===== src/hdl/can_frame_capture_ring_defines.svh =====
// assertion macros for the can frame capture ring
// users supply i_clk and i_rst_n in the module that expands them
`ifndef CAN_FRAME_CAPTURE_RING_DEFINES_SVH
`define CAN_FRAME_CAPTURE_RING_DEFINES_SVH

// same-cycle implication
`define CFCR_ASSERT_IMP(lbl, ante, cons, msg) \
    lbl: assert property (@(posedge i_clk) disable iff (!i_rst_n) (ante) |-> (cons)) \
        else $error(msg);

// next-cycle implication
`define CFCR_ASSERT_NXT(lbl, ante, cons, msg) \
    lbl: assert property (@(posedge i_clk) disable iff (!i_rst_n) (ante) |=> (cons)) \
        else $error(msg);

`endif


===== src/hdl/cfcr_pkg.sv =====
// shared types, constants and helpers for the can frame capture ring
// no dependencies
package cfcr_pkg;

    localparam int RING_DEPTH   = 4096;
    localparam int FILTER_SLOTS = 4;
    localparam int ID_REGS      = 4;
    localparam int ID_USED      = (FILTER_SLOTS < ID_REGS) ? FILTER_SLOTS : ID_REGS;
    localparam int PTR_W        = $clog2(RING_DEPTH);
    localparam int FILL_W       = 12;
    localparam int CNT_W        = 32;
    localparam int CFG_IDX_W    = 4;
    localparam int CFG_DATA_W   = 32;
    localparam int Q_DEPTH      = 2;
    localparam int Q_PTR_W      = 1;
    localparam logic [3:0] MAX_DLC = 4'd8;

    typedef logic [PTR_W-1:0]  t_ptr;
    typedef logic [FILL_W-1:0] t_fill;
    typedef logic [CNT_W-1:0]  t_cnt;

    // register indexes of the configuration port
    localparam logic [CFG_IDX_W-1:0] REG_STREAM_EN = 4'd0;
    localparam logic [CFG_IDX_W-1:0] REG_BUS_EN    = 4'd1;
    localparam logic [CFG_IDX_W-1:0] REG_BUS_SEL   = 4'd2;
    localparam logic [CFG_IDX_W-1:0] REG_ID_COUNT  = 4'd3;
    localparam logic [CFG_IDX_W-1:0] REG_ID_A      = 4'd4;
    localparam logic [CFG_IDX_W-1:0] REG_ID_B      = 4'd5;
    localparam logic [CFG_IDX_W-1:0] REG_ID_C      = 4'd6;
    localparam logic [CFG_IDX_W-1:0] REG_ID_D      = 4'd7;

    // operation codes of an input item
    localparam logic OP_RECORD = 1'b0;
    localparam logic OP_POP    = 1'b1;

    // classification handed from front to back
    typedef logic [1:0] t_kind;
    localparam t_kind KIND_IGNORE = 2'd0;
    localparam t_kind KIND_FILTER = 2'd1;
    localparam t_kind KIND_STORE  = 2'd2;
    localparam t_kind KIND_POP    = 2'd3;

    typedef struct packed {
        logic        op;
        logic [31:0] stamp_ms;
        logic        bus;
        logic [28:0] can_id;
        logic [3:0]  dlc;
        logic [63:0] payload;
    } t_in_item;

    typedef struct packed {
        logic        entry_valid;
        logic [31:0] out_stamp_ms;
        logic        out_bus;
        logic [28:0] out_can_id;
        logic [3:0]  out_dlc;
        logic [63:0] out_payload;
        logic        was_filtered;
        logic        overwrote_oldest;
        t_fill       fill_level;
        t_cnt        sent_total;
        t_cnt        dropped_total;
        t_cnt        filtered_total;
    } t_out_item;

    // one ring entry as stored
    typedef struct packed {
        logic [31:0] stamp_ms;
        logic        bus;
        logic [28:0] can_id;
        logic [3:0]  dlc;
        logic [63:0] payload;
    } t_entry;

    typedef struct packed {
        t_kind  kind;
        t_entry entry;
    } t_qitem;

    // session start or end seen on the stream enable register
    typedef struct packed {
        logic clear_ring;
        logic clear_counts;
    } t_sess_evt;

    function automatic t_ptr ptr_adv(input t_ptr p);
        t_ptr r;
        if (p == t_ptr'(RING_DEPTH - 1)) begin
            r = '0;
        end else begin
            r = p + t_ptr'(1);
        end
        return r;
    endfunction

endpackage


===== src/hdl/cfcr_queue.sv =====
// two-entry queue of classified items between front and back
// depends on cfcr_pkg
module cfcr_queue (
    input  logic             i_clk,
    input  logic             i_rst_n,
    input  logic             i_push,
    input  cfcr_pkg::t_qitem i_item,
    input  logic             i_pop,
    output logic             o_full,
    output logic             o_empty,
    output cfcr_pkg::t_qitem o_head
);

    localparam int CNT_QW = cfcr_pkg::Q_PTR_W + 1;

    cfcr_pkg::t_qitem             r_slot [cfcr_pkg::Q_DEPTH];
    logic [cfcr_pkg::Q_PTR_W-1:0] r_wp;
    logic [cfcr_pkg::Q_PTR_W-1:0] r_rp;
    logic [CNT_QW-1:0]            r_cnt;

    logic do_push;
    logic do_pop;

    assign o_full  = (r_cnt == CNT_QW'(cfcr_pkg::Q_DEPTH));
    assign o_empty = (r_cnt == '0);
    assign o_head  = r_slot[r_rp];
    assign do_push = i_push && !o_full;
    assign do_pop  = i_pop && !o_empty;

    always_ff @(posedge i_clk) begin
        if (!i_rst_n) begin
            r_wp  <= '0;
            r_rp  <= '0;
            r_cnt <= '0;
        end else begin
            if (do_push) begin
                r_wp <= r_wp + 1'b1;
            end
            if (do_pop) begin
                r_rp <= r_rp + 1'b1;
            end
            case ({do_push, do_pop})
                2'b10:   r_cnt <= r_cnt + CNT_QW'(1);
                2'b01:   r_cnt <= r_cnt - CNT_QW'(1);
                default: r_cnt <= r_cnt;
            endcase
        end
    end

    always_ff @(posedge i_clk) begin
        if (do_push) begin
            r_slot[r_wp] <= i_item;
        end
    end

endmodule


===== config.mk =====
export PLATFORM = sky130hd
export DESIGN_NAME = cfcr_queue
export DESIGN_NICKNAME = d
export VERILOG_FILES = /design/src/hdl/can_frame_capture_ring_defines.svh /design/src/hdl/cfcr_pkg.sv /design/src/hdl/cfcr_queue.sv
export SDC_FILE = /design/constraint.sdc
export NUM_CORES = 1
export LEC_CHECK = 0
export BUFFER_PORTS_ARGS = -buffer_cell sky130_fd_sc_hd__clkbuf_2
export CORE_AREA = 2 2 100 199
export DETAILED_ROUTE_END_ITERATION = 12
export DIE_AREA = 0 0 102 201
export PLACE_DENSITY = 0.75
export RECOVER_POWER = 100
export SLEW_MARGIN = 20
export SYNTH_ARGS = -nofsm -noshare
export SYNTH_HDL_FRONTEND = slang
export SYNTH_SLANG_ARGS = --single-unit

===== constraint.sdc =====
create_clock -name i_clk -period 6 [get_ports i_clk]
set_input_delay 1.2 -clock i_clk [delete_from_list [all_inputs] [get_ports i_clk]]
set_output_delay 1.2 -clock i_clk [all_outputs]
set_load 0.03 [all_outputs]

# Word level (Yosys, flattened, before mapping)
# Memories as Yosys holds them, arrays and structs flattened. A register that Yosys moved wholly into a read port is not among the register bits.
# Cells that the tools add are included.
[word_totals] mem_count=1 ram_bits=264 out_inout_bits=134 wordCells=22 register_bits=4 inputBits=136
[classes] eq_ne=3 muxes=5 addsub=4 n_reduce_logical=6
[memory_table] memory="r_slot" depth=2 width=132 read_ports=1 rd_ports_with_merged_regs=1 write_ports=1 line_no="cfcr_queue.sv:16" text="cfcr_pkg::t_qitem r_slot [cfcr_pkg::Q_DEPTH];"
[op_table] op="2-bit == test, second input constant" n=2
[op_table] op="1-bit two-way mux" n=4
[op_table] op="2-bit case mux with 2 select lines" n=1
[op_table] op="1-bit adder, second input constant" n=2
[op_table] op="2-bit by 1-bit adder with 2-bit output, second input constant" n=1
[op_table] op="2-bit by 1-bit == test with 1-bit output, second input constant" n=1
[op_table] op="1-bit logical AND" n=2
[op_table] op="1-bit logical NOT" n=2
[op_table] op="2-bit logical NOT" n=1
[op_table] op="2-bit nonzero test" n=1
[op_table] op="2-bit by 1-bit subtractor with 2-bit output, second input constant" n=1

# Depth between registers and ports, before layout
[depth] depth_word=5 mapped_depth=6 mapped_depth_nobuf=6

# Worst setup path before layout
# No wires, ideal clock.
[synth_path] path_type="input-to-reg" from="input port i_push" to="memory r_slot[1][0] (netlist bit) (enable)" path_stages=1 arrival_ns=4.287 setup_ns=0.508 n_path_buf=0 t_required_ns=5.492 slack_ns=1.206 path_cell_list="and3_1"
[synth_via] elab_chain_cells=3
[synth_lines] item="from (decl)" line_no="cfcr_queue.sv:6" text="input logic i_push,"
[synth_lines] item="1-bit logical AND" line_no="cfcr_queue.sv:27" text="assign do_push = i_push && !o_full;"
[synth_lines] item="1-bit two-way mux" line_no="cfcr_queue.sv:51" text="if (do_push) begin"
[synth_lines] item="1-bit two-way mux (not written as such)" line_no="cfcr_queue.sv:52" text="r_slot[r_wp] <= i_item;"
[synth_lines] item="to (decl)" line_no="cfcr_queue.sv:16"
# Every way passes these cells.

# Worst setup path after layout
[layout_path] from="input port i_push" to="memory r_slot[0][107] (netlist bit) (enable)"
# Same word-level chain as after synthesis.

==> metrics <==
die area 20500 µm²; cts bufs inserted 22; Initial Util 0.512; Clk Latency, worst-skew pair roughly 0.50 ns; post-DP HPWL 12.0 mm; CTS hold repair buffers 0; Worst-Margin Slew 2.62 ns; first-pass GRT wire length 26.9 mm; DRC 0; core area 19100 µm²; num rows a little over 70; Post-synth ARST share 0; Crit Path Class in -> reg; via count of the first global-routing pass 5199; setup repair bufs after CTS 0; area post-placement 11400 µm²; share of cells above drive strength 1 0.279; Fill cells 1547; final hold vios 0; Ys Warns 0; Detail Route Antenna Nets 0; Lkg Pwr 3.84 nW; PwrDens 470 nW/µm²; CP required roughly 6 ns; Synth Instances 437; Root Driver clkbuf_16; gpl congestion 0.727; largest net degree at the start of global routing 80; number of I/O pins 270; Synth area leader edfxtp_1; WL/cell between 15 and 20 µm; crit path max fanout 57; Final Critical Period between 4 and 5 ns; die span in x a little over 100 µm; largest cells by area after synthesis edfxtp_1, mux2_2, dfxtp_1; vias roughly 5000; max cap viols 3; Final setup violation count 0; PortBufs 269; initial antenna violation count 1; clk slew on worst S/H paths 0.07 ns; worst ir drop on vdd 0.000360 V; setup tns final 0 ns; Arr. time, crit path 4.60 ns; Slew Limit Fails 189; Post-Syn Nets 574; Synth cell types 20; Clock Sinks 269; final instance area 11800 µm²; grt total ovfl 0; CTS tree built; Syn Std Cell Area just under 10000 µm²; drt pass-1 iters 6; run status finished with violations; failing checks max-capacitance violations, max-slew violations; min-delay worst type reg -> reg; Yosys reg bits between 200 and 300; syn avg cell area 22.4 µm²; Die Span Y ~200 µm; nets 857; crit path launch type primary input; Main synth FF type edfxtp_1; Clock Path Buffers 3; Routed WL 18.1 mm; Worst Skew 0.00852 ns; GRT Util Overall 0.169; Ant. Diodes 0; top-count cell post-synth edfxtp_1; unrepaired setup endpoints after global routing no; DRT iter0 DRCs roughly 170; Highest Clock Rate 220 MHz; Setup crit end kind flip-flop; EDFF count, synth 264; final total power around 5.5 mW; post-route clock period utilization 0.758; Synth top area share 0.811; Syn-to-layout area delta 20.4%; H-Tree Depth 1; post-cts resize count 0; synth cell count leaders edfxtp_1, mux2_2, buf_6; Via density 5.08; Rel. slew slack -0.758; Seq/Total Area, Yosys 0.821
-- stage by stage --
step | setup slack, ns | utilization | instances | hold slack, ns
after floorplan | 1.21 | - | 437 | 0.457
after global placement | 2.59 | 0.596 | 955 | 0.471
after detailed placement | 2.58 | 0.596 | 955 | 0.497
after CTS | 2.05 | 0.632 | 991 | 0.506
after global routing | 1.06 | 0.616 | 991 | 0.533
final | 1.45 | 0.616 | 991 | 0.504
-- metal layers --
layer / vias to the layer above / GRT usage / share of wire
met2: 232 / 0.280 / 0.49
met4: 0 / 0.0467 / 0.020
met1: 2475 / 0.209 / 0.38
met3: 32 / 0.0620 / 0.11
met5: - / 0 / 0
li1: 2292 / - / -
-- cell usage in the layout (no fill, tap or decap), drive strengths merged, types with 2 or more instances in the layout --
cell,synthesis,final
edfxtp,264,264
bufinv,0,2
nor2b,2,2
o21ai,2,2
a21boi,2,2
buf,15,4
clkinvlp,0,2
or3,2,2
dfxtp,5,5
clkinv,0,6
inv,3,2
mux2,132,132
clkbuf,0,297
xnor2,3,3
-- critical path: stages --
cell and delay [ns]:
clkbuf_1 0.10, inv_1 0.06, or3_1 0.13, clkinvlp_2 1.95, clkbuf_2 1.09
-- power breakdown --
| part | total (mW) | switching, mW | internal [mW] |
|---|---|---|---|
| combinational | 1.63 | 1.12 | 0.513 |
| clock | 1.38 | 0.597 | 0.782 |
| sequential | 2.52 | 0.137 | 2.38 |
-- worst paths after layout --
check / from / end / slack, ns / cells after the start
min: r_wp / r_wp / 0.50 / 2
max reg2reg: r_cnt[0] / r_slot[0][107] / 1.65 / 5
min reg2reg: r_wp / r_wp / 0.50 / 2
max: i_push / r_slot[0][107] / 1.45 / 5
-- area by class of cell --
cell class | instances | area (µm²) | area share
inverters | 3 | 12.5 | 0.00106
clock inverters | 9 | 96.3 | 0.00819
repair buffers | 274 | 1110 | 0.0940
clock buffers | 27 | 591 | 0.0502
multi-input cells | 150 | 1610 | 0.137
well taps | 259 | 324 | 0.0275
flip-flops and latches | 269 | 8030 | 0.682
-- logic make-up after synthesis --
| family | count (synthesis) | synth area share |
|---|---|---|
| compound gates | 5 | 0.00333 |
| mux | 132 | 0.152 |
| fa+ha+maj | 1 | 0.00128 |
| flops | 269 | 0.821 |
| simple gates | 9 | 0.00550 |
| buf+inv | 18 | 0.0142 |
| xor+xnor | 3 | 0.00269 |
-- sequential cells by signal, indices dropped and copies added, names as in the netlist, named ones only --
| name | count |
|---|---|
| r_slot | 264 |
| r_cnt | 2 |
| r_wp | 1 |
| r_rp | 1 |
(Power assumes the default switching activity.)
