[config.mk]
export PLATFORM = sky130hd
export DESIGN_NAME = cfcr_front
export DESIGN_NICKNAME = d
export VERILOG_FILES = /design/src/hdl/can_frame_capture_ring_defines.svh /design/src/hdl/cfcr_pkg.sv /design/src/hdl/cfcr_front.sv
export SDC_FILE = /design/constraint.sdc
export NUM_CORES = 1
export LEC_CHECK = 0
export BUFFER_PORTS_ARGS = -buffer_cell sky130_fd_sc_hd__clkbuf_2
export CORE_MARGIN = 2
export CORE_UTILIZATION = 25
export CTS_BUF_LIST = sky130_fd_sc_hd__clkbuf_16
export CTS_CLUSTER_DIAMETER = 50
export DETAILED_ROUTE_END_ITERATION = 16
export HOLD_SLACK_MARGIN = 0.06
export MAX_ROUTING_LAYER = met4
export SYNTH_ARGS = -nofsm -noshare
export SYNTH_HDL_FRONTEND = slang
export SYNTH_SLANG_ARGS = --single-unit
[constraint.sdc]
create_clock -name i_clk -period 3.4 [get_ports i_clk]
set_clock_uncertainty 0.05 [all_clocks]
set_input_delay 0.17 -clock i_clk [delete_from_list [all_inputs] [get_ports i_clk]]
set_output_delay 0.17 -clock i_clk [all_outputs]
set_load 0.02 [all_outputs]
[src/hdl/can_frame_capture_ring_defines.svh]
// assertion macros for the can frame capture ring
// users supply i_clk and i_rst_n in the module that expands them
`ifndef CAN_FRAME_CAPTURE_RING_DEFINES_SVH
`define CAN_FRAME_CAPTURE_RING_DEFINES_SVH

// same-cycle implication
`define CFCR_ASSERT_IMP(lbl, ante, cons, msg) \
    lbl: assert property (@(posedge i_clk) disable iff (!i_rst_n) (ante) |-> (cons)) \
        else $error(msg);

// next-cycle implication
`define CFCR_ASSERT_NXT(lbl, ante, cons, msg) \
    lbl: assert property (@(posedge i_clk) disable iff (!i_rst_n) (ante) |=> (cons)) \
        else $error(msg);

`endif

[src/hdl/cfcr_pkg.sv]
// shared types, constants and helpers for the can frame capture ring
// no dependencies
package cfcr_pkg;

    localparam int RING_DEPTH   = 4096;
    localparam int FILTER_SLOTS = 4;
    localparam int ID_REGS      = 4;
    localparam int ID_USED      = (FILTER_SLOTS < ID_REGS) ? FILTER_SLOTS : ID_REGS;
    localparam int PTR_W        = $clog2(RING_DEPTH);
    localparam int FILL_W       = 12;
    localparam int CNT_W        = 32;
    localparam int CFG_IDX_W    = 4;
    localparam int CFG_DATA_W   = 32;
    localparam int Q_DEPTH      = 2;
    localparam int Q_PTR_W      = 1;
    localparam logic [3:0] MAX_DLC = 4'd8;

    typedef logic [PTR_W-1:0]  t_ptr;
    typedef logic [FILL_W-1:0] t_fill;
    typedef logic [CNT_W-1:0]  t_cnt;

    // register indexes of the configuration port
    localparam logic [CFG_IDX_W-1:0] REG_STREAM_EN = 4'd0;
    localparam logic [CFG_IDX_W-1:0] REG_BUS_EN    = 4'd1;
    localparam logic [CFG_IDX_W-1:0] REG_BUS_SEL   = 4'd2;
    localparam logic [CFG_IDX_W-1:0] REG_ID_COUNT  = 4'd3;
    localparam logic [CFG_IDX_W-1:0] REG_ID_A      = 4'd4;
    localparam logic [CFG_IDX_W-1:0] REG_ID_B      = 4'd5;
    localparam logic [CFG_IDX_W-1:0] REG_ID_C      = 4'd6;
    localparam logic [CFG_IDX_W-1:0] REG_ID_D      = 4'd7;

    // operation codes of an input item
    localparam logic OP_RECORD = 1'b0;
    localparam logic OP_POP    = 1'b1;

    // classification handed from front to back
    typedef logic [1:0] t_kind;
    localparam t_kind KIND_IGNORE = 2'd0;
    localparam t_kind KIND_FILTER = 2'd1;
    localparam t_kind KIND_STORE  = 2'd2;
    localparam t_kind KIND_POP    = 2'd3;

    typedef struct packed {
        logic        op;
        logic [31:0] stamp_ms;
        logic        bus;
        logic [28:0] can_id;
        logic [3:0]  dlc;
        logic [63:0] payload;
    } t_in_item;

    typedef struct packed {
        logic        entry_valid;
        logic [31:0] out_stamp_ms;
        logic        out_bus;
        logic [28:0] out_can_id;
        logic [3:0]  out_dlc;
        logic [63:0] out_payload;
        logic        was_filtered;
        logic        overwrote_oldest;
        t_fill       fill_level;
        t_cnt        sent_total;
        t_cnt        dropped_total;
        t_cnt        filtered_total;
    } t_out_item;

    // one ring entry as stored
    typedef struct packed {
        logic [31:0] stamp_ms;
        logic        bus;
        logic [28:0] can_id;
        logic [3:0]  dlc;
        logic [63:0] payload;
    } t_entry;

    typedef struct packed {
        t_kind  kind;
        t_entry entry;
    } t_qitem;

    // session start or end seen on the stream enable register
    typedef struct packed {
        logic clear_ring;
        logic clear_counts;
    } t_sess_evt;

    function automatic t_ptr ptr_adv(input t_ptr p);
        t_ptr r;
        if (p == t_ptr'(RING_DEPTH - 1)) begin
            r = '0;
        end else begin
            r = p + t_ptr'(1);
        end
        return r;
    endfunction

endpackage

[src/hdl/cfcr_front.sv]
// front end: configuration registers, acceptance filter, item classification
// depends on cfcr_pkg
module cfcr_front (
    input  logic                            i_clk,
    input  logic                            i_rst_n,
    input  logic                            start,
    input  cfcr_pkg::t_in_item              i_in,
    input  logic                            i_q_full,
    input  logic                            i_cfg_valid,
    input  logic [cfcr_pkg::CFG_IDX_W-1:0]  i_cfg_index,
    input  logic [cfcr_pkg::CFG_DATA_W-1:0] i_cfg_data,
    output logic                            o_cfg_ready,
    output logic                            o_push,
    output cfcr_pkg::t_qitem                o_item,
    output cfcr_pkg::t_sess_evt             o_evt
);

    logic        r_enable;
    logic        r_bus_en;
    logic        r_bus_sel;
    logic [2:0]  r_id_count;
    logic [28:0] r_ids [cfcr_pkg::ID_REGS];

    logic        cfg_we;
    logic [2:0]  n_use;
    logic        id_ok;
    logic [3:0]  dlc_sat;
    logic [63:0] data_masked;

    assign o_cfg_ready = 1'b1;
    assign cfg_we      = i_cfg_valid;
    assign o_push      = start && !i_q_full;

    always_ff @(posedge i_clk) begin
        if (!i_rst_n) begin
            r_enable   <= 1'b0;
            r_bus_en   <= 1'b0;
            r_bus_sel  <= 1'b0;
            r_id_count <= 3'd0;
            for (int i = 0; i < cfcr_pkg::ID_REGS; i++) begin
                r_ids[i] <= '0;
            end
        end else if (cfg_we) begin
            case (i_cfg_index)
                cfcr_pkg::REG_STREAM_EN: r_enable   <= i_cfg_data[0];
                cfcr_pkg::REG_BUS_EN:    r_bus_en   <= i_cfg_data[0];
                cfcr_pkg::REG_BUS_SEL:   r_bus_sel  <= i_cfg_data[0];
                cfcr_pkg::REG_ID_COUNT:  r_id_count <= i_cfg_data[2:0];
                cfcr_pkg::REG_ID_A:      r_ids[0]   <= i_cfg_data[28:0];
                cfcr_pkg::REG_ID_B:      r_ids[1]   <= i_cfg_data[28:0];
                cfcr_pkg::REG_ID_C:      r_ids[2]   <= i_cfg_data[28:0];
                cfcr_pkg::REG_ID_D:      r_ids[3]   <= i_cfg_data[28:0];
                default: ;
            endcase
        end
    end

    // a change of the stream enable empties the ring, a rising one also clears counters
    always_comb begin
        o_evt = '0;
        if (cfg_we && i_cfg_index == cfcr_pkg::REG_STREAM_EN &&
            i_cfg_data[0] != r_enable) begin
            o_evt.clear_ring   = 1'b1;
            o_evt.clear_counts = i_cfg_data[0];
        end
    end

    always_comb begin
        n_use = (r_id_count > 3'(cfcr_pkg::ID_USED)) ? 3'(cfcr_pkg::ID_USED) : r_id_count;
        id_ok = (n_use == 3'd0);
        for (int i = 0; i < cfcr_pkg::ID_REGS; i++) begin
            if (3'(i) < n_use && r_ids[i] == i_in.can_id) begin
                id_ok = 1'b1;
            end
        end
    end

    always_comb begin
        dlc_sat = (i_in.dlc > cfcr_pkg::MAX_DLC) ? cfcr_pkg::MAX_DLC : i_in.dlc;
        for (int b = 0; b < 8; b++) begin
            data_masked[b*8 +: 8] = (4'(b) < dlc_sat) ? i_in.payload[b*8 +: 8] : 8'h00;
        end
    end

    always_comb begin
        o_item.entry.stamp_ms = i_in.stamp_ms;
        o_item.entry.bus      = i_in.bus;
        o_item.entry.can_id   = i_in.can_id;
        o_item.entry.dlc      = dlc_sat;
        o_item.entry.payload  = data_masked;
        if (i_in.op == cfcr_pkg::OP_POP) begin
            o_item.kind = cfcr_pkg::KIND_POP;
        end else if (!r_enable) begin
            o_item.kind = cfcr_pkg::KIND_IGNORE;
        end else if ((r_bus_en && i_in.bus != r_bus_sel) || !id_ok) begin
            o_item.kind = cfcr_pkg::KIND_FILTER;
        end else begin
            o_item.kind = cfcr_pkg::KIND_STORE;
        end
    end

endmodule

## Yosys cells after proc, flatten, opt, wreduce, memory -nomap -nowiden

Memory sizes are Yosys's and may differ from the RTL's.
Index checks and enable logic that the tools add are counted.

| storage, ports and cells | value |
|---|---|
| latch bits | 0 |
| bits in registers | 6 |
| memory bits (writable) | 116 |
| bits in read-only memories | 0 |
| output and inout port bits | 136 |
| memories kept | 1 |
| logic and storage cells | 92 |
| input bits | 172 |

Memory list:

| name | words | width | read ports | clocked after Yosys merged registers in | write ports | RTL line | text |
|---|---|---|---|---|---|---|---|
| r_ids | 4 | 29 | 4 | 0 | 4 | cfcr_front.sv:22 | `logic [28:0] r_ids [cfcr_pkg::ID_REGS];` |

| operators by class | value |
|---|---|
| multipliers | 0 |
| shifts and indexed selects | 0 |
| muxes and demuxes | 39 |
| reductions and logical operators | 17 |
| div/mod/pow operators | 0 |
| eq/ne operators | 13 |
| order comparisons | 14 |
| bitwise gates (word level) | 4 |
| add/subtract/negate cells | 0 |

Operator list:

| kind | count |
|---|---|
| equality test 29 bit | 4 |
| two-way mux 29 bit | 4 |
| two-way mux 8 bit | 8 |
| two-way mux 1 bit | 21 |
| equality test 4 x 3 -> 1 bit, second input constant | 4 |
| less-than comparator 3 x 4 -> 1 bit, first input constant | 4 |
| equality test 4 x 2 -> 1 bit, second input constant | 2 |
| logical AND 1 bit | 8 |
| less-than comparator 1 x 4 -> 1 bit, first input constant | 2 |
| less-than comparator 2 x 4 -> 1 bit, first input constant | 2 |
| two-way mux 2 bit | 4 |
| AND reduction 2 bit | 4 |
| less-than comparator 1 x 3 -> 1 bit, first input constant | 2 |
| less-than comparator 2 x 3 -> 1 bit, first input constant | 2 |
| equality test 4 x 1 -> 1 bit, second input constant | 1 |
| greater-than comparator 4 bit, second input constant | 1 |
| logical NOT 4 bit | 1 |
| two-way mux 4 bit | 1 |
| bitwise OR 1 bit | 4 |
| greater-than comparator 3 bit, second input constant | 1 |
| logical NOT 3 bit | 1 |
| two-way mux 3 bit | 1 |
| logical NOT 1 bit | 2 |
| inequality test 1 bit | 2 |
| logical OR 1 bit | 1 |

## Depth between registers and ports, before layout

| logic depth | value |
|---|---|
| depth in word-level cells | 13 |
| depth in mapped cells | 6 |
| mapped depth without buffers | 6 |

## Least setup slack after synthesis

Ideal clock, no wire load.

| timing | value |
|---|---|
| path kind | input to register |
| from | input port i_cfg_index[0] (netlist name) |
| to | memory r_ids[0][0] (enable) |
| arrival | 2.592 ns |
| setup time | 0.459 ns |
| slack | 0.298 ns |
| data required time | 2.891 ns |
| stages | 2 |
| path buffers | 1 |
| cell sequence | clkbuf_1 o31ai_1 |

RTL lines:

| item | RTL line | text |
|---|---|---|
| start, declared | cfcr_front.sv:10 | `input logic [cfcr_pkg::CFG_IDX_W-1:0] i_cfg_index,` |
| end, declared | cfcr_front.sv:22 |  |

==> results.sh <==
export IMPL_power_density_mw_per_mm2=467
export IMPL_synth_edff_count=116
export IMPL_gr_usage_met1_pct=16.6
export IMPL_finalSetupViolations=0
export IMPL_final_common_cell="clkbuf_2"
export IMPL_timing_fmax_mhz=375
export IMPL_fin_setup_tns_ps=0
export IMPL_grt_max_degree=30
export IMPL_synth_main_ff_cell="edfxtp_1"
export IMPL_htreeDepth=4
export IMPL_die_x_um=170
export IMPL_dp_hpwl_um=17600
export IMPL_placed_area_mm2=0.00807
export IMPL_dieArea_mm2=0.0290
export IMPL_setup_ws_ps=735
export IMPL_worst_pin_slew_ps=1080
export IMPL_ctsHoldBuffers=17
export IMPL_yosysSeqAreaShare_pct=52.2
export IMPL_register_area_mm2=0.00360
export IMPL_synth_distinct_cells=35
export IMPL_clockRootBuffer="clkbuf_16"
export IMPL_status="complete, no violations"
export IMPL_grt_use_total_pct=15.9
export IMPL_max_slew_margin_rel_pct=27.6
export IMPL_post_route_period_util_pct=78.4
export IMPL_synth_area_per_cell_um2=11.5
export IMPL_gr_usage_met3_pct=3.49
export IMPL_start_kind="register"
export IMPL_endpoint_kind="output pin"
export IMPL_cts_buffer_depth=2
export IMPL_vias_per_cell=4.30
export IMPL_nets=972
export IMPL_cts_tree="yes"
export IMPL_post_cts_resized=0
export IMPL_synth_largest_area_cell="edfxtp_1"
export IMPL_drt_iter0_drc=278
export IMPL_clk_pin_slew_ps=60
export IMPL_netlist_area_mm2=0.00691
export IMPL_dp_cells=1104
export IMPL_gr_usage_met2_pct=30.2
export IMPL_cts_buffers=17
export IMPL_synthTopCellsByArea="edfxtp_1, xor2_1, and2_1, buf_4, nor2b_1"
export IMPL_hold_class="input port to register"
export IMPL_layout_common_cells="clkbuf_2, and2_1, edfxtp_1"
export IMPL_report_final_slew_viol_count=0
export IMPL_start_util_pct=25.6
export IMPL_place_ws_ps=1170
export IMPL_cp_required_ps=3180
export IMPL_remaining_drc_errors=0
export IMPL_grt_first_pass_wirelength_um=31100
export IMPL_worstPathMaxFanout=2
export IMPL_fillCellCount=2754
export IMPL_io_pins=308
export IMPL_cts_setup_buffers=0
export IMPL_finalPower_mw=4.12
export IMPL_fin_cells=1153
export IMPL_p_leak_nw=3.63
export IMPL_irDropWorstVdd_mv=0.250
export IMPL_numPortBuffers=239
export IMPL_reg2reg_slack_ps=2640
export IMPL_utilization_pct=32.6
export IMPL_clock_latency_ps=400
export IMPL_wl_per_cell_um=19.5
export IMPL_cap_violations=0
export IMPL_wl_um=22500
export IMPL_layout_min_cycle_time_ps=2670
export IMPL_grt_pass1_vias=4777
export IMPL_yosysWarnings=0
export IMPL_die_h_um=170
export IMPL_area_delta_synth_final_pct=27.6
export IMPL_rows=60
export IMPL_antenna_found_initial=4
export IMPL_gr_max_usage_layer="met2"
export IMPL_antenna_left=0
export IMPL_clock_sinks=122
export IMPL_multi_input_area_mm2=0.00278
export IMPL_syn_inst=600
export IMPL_ys_async_sr_fraction_pct=0
export IMPL_final_hold_viol_count=0
export IMPL_synth_nets=772
export IMPL_drive_above_1_share_pct=34.4
export IMPL_firstDrtPassIters=4
export IMPL_place_congestion=0.784
export IMPL_yosys_area_top_type_share_pct=50.4
export IMPL_grt_overflow_total=0
export IMPL_grt_setup_unrepaired="no"
export IMPL_vias=4959
export IMPL_core_region_area_mm2=0.0270
export IMPL_final_area_mm2=0.00882
export IMPL_ys_ff_latch=122
export IMPL_fin_hold_ws_ps=70.2
export IMPL_crit_type="register to output pin"
export IMPL_worstPathArrival_ps=2450
cells by family after synthesis:
kind of cell | synth area share (%)
AND/OR/NAND/NOR | 22.6
buffers and inverters | 8.04
flip-flops | 52.2
other | 0.0543
multiplexers | 0.725
AO/OA/AOI/OAI | 1.47
XOR/XNOR | 15.0
synthesized netlist by cell type, types with 2 or more instances:
cell,n
nor3_1,3
clkbuf_1,21
dfxtp_1,6
buf_4,63
nand2b_1,2
nor2_1,9
xor2_1,91
nand3_1,2
nand2_1,4
nand3b_1,3
nor3b_1,2
nor2b_1,65
nand4_1,11
o21ai_0,3
xnor2_1,27
edfxtp_1,116
and2_1,124
mux2i_1,5
a21oi_1,3
a31oi_1,2
nor4_1,24
state kept, by name, summed over array words and instances (netlist names):
register / cells
r_bus_en: 1
r_bus_sel: 1
r_enable: 1
r_id_count: 3
r_ids: 116
critical path: stages (launching register included):
cell and delay (ps):
edfxtp_1 370, xor2_1 150, nor4_1 640, nand4_1 150, nor4_1 180, or4_1 240, a21o_1 140, clkbuf_2 160
power by group:
part	switching, mW	leakage [nW]	internal, mW
registers	0.0356	1.16	1.73
logic	0.384	2.21	0.230
clock network	0.615	0.269	1.12
final timing paths:
path / start / to / cells after the start
worst max register to register: r_id_count[2] / r_id_count[2] / 2
worst min-delay path: i_cfg_data[7] / r_ids[2][7] / 2
worst min register to register: r_enable / r_enable / 2
worst max-delay path: r_ids[1][23] / o_item[131] / 7
per-layer routing:
metal | share of wire (%) | routed length [µm]
met4 | 1.3 | 290
met2 | 55 | 12300
met3 | 5.9 | 1320
met5 | 0 | 0
met1 | 38 | 8560
layout make-up:
| class | instances | share of cell area, % |
|---|---|---|
| inverter | 1 | 0.0426 |
| antenna | 3 | 0.0852 |
| tap | 341 | 4.84 |
| timing repair buffer | 265 | 16.3 |
| clock inverter | 11 | 1.52 |
| sequential | 122 | 40.9 |
| multi-input combinational | 393 | 31.5 |
| clock buffer | 17 | 4.83 |
No activity file was read; power rests on OpenSTA's default activity.
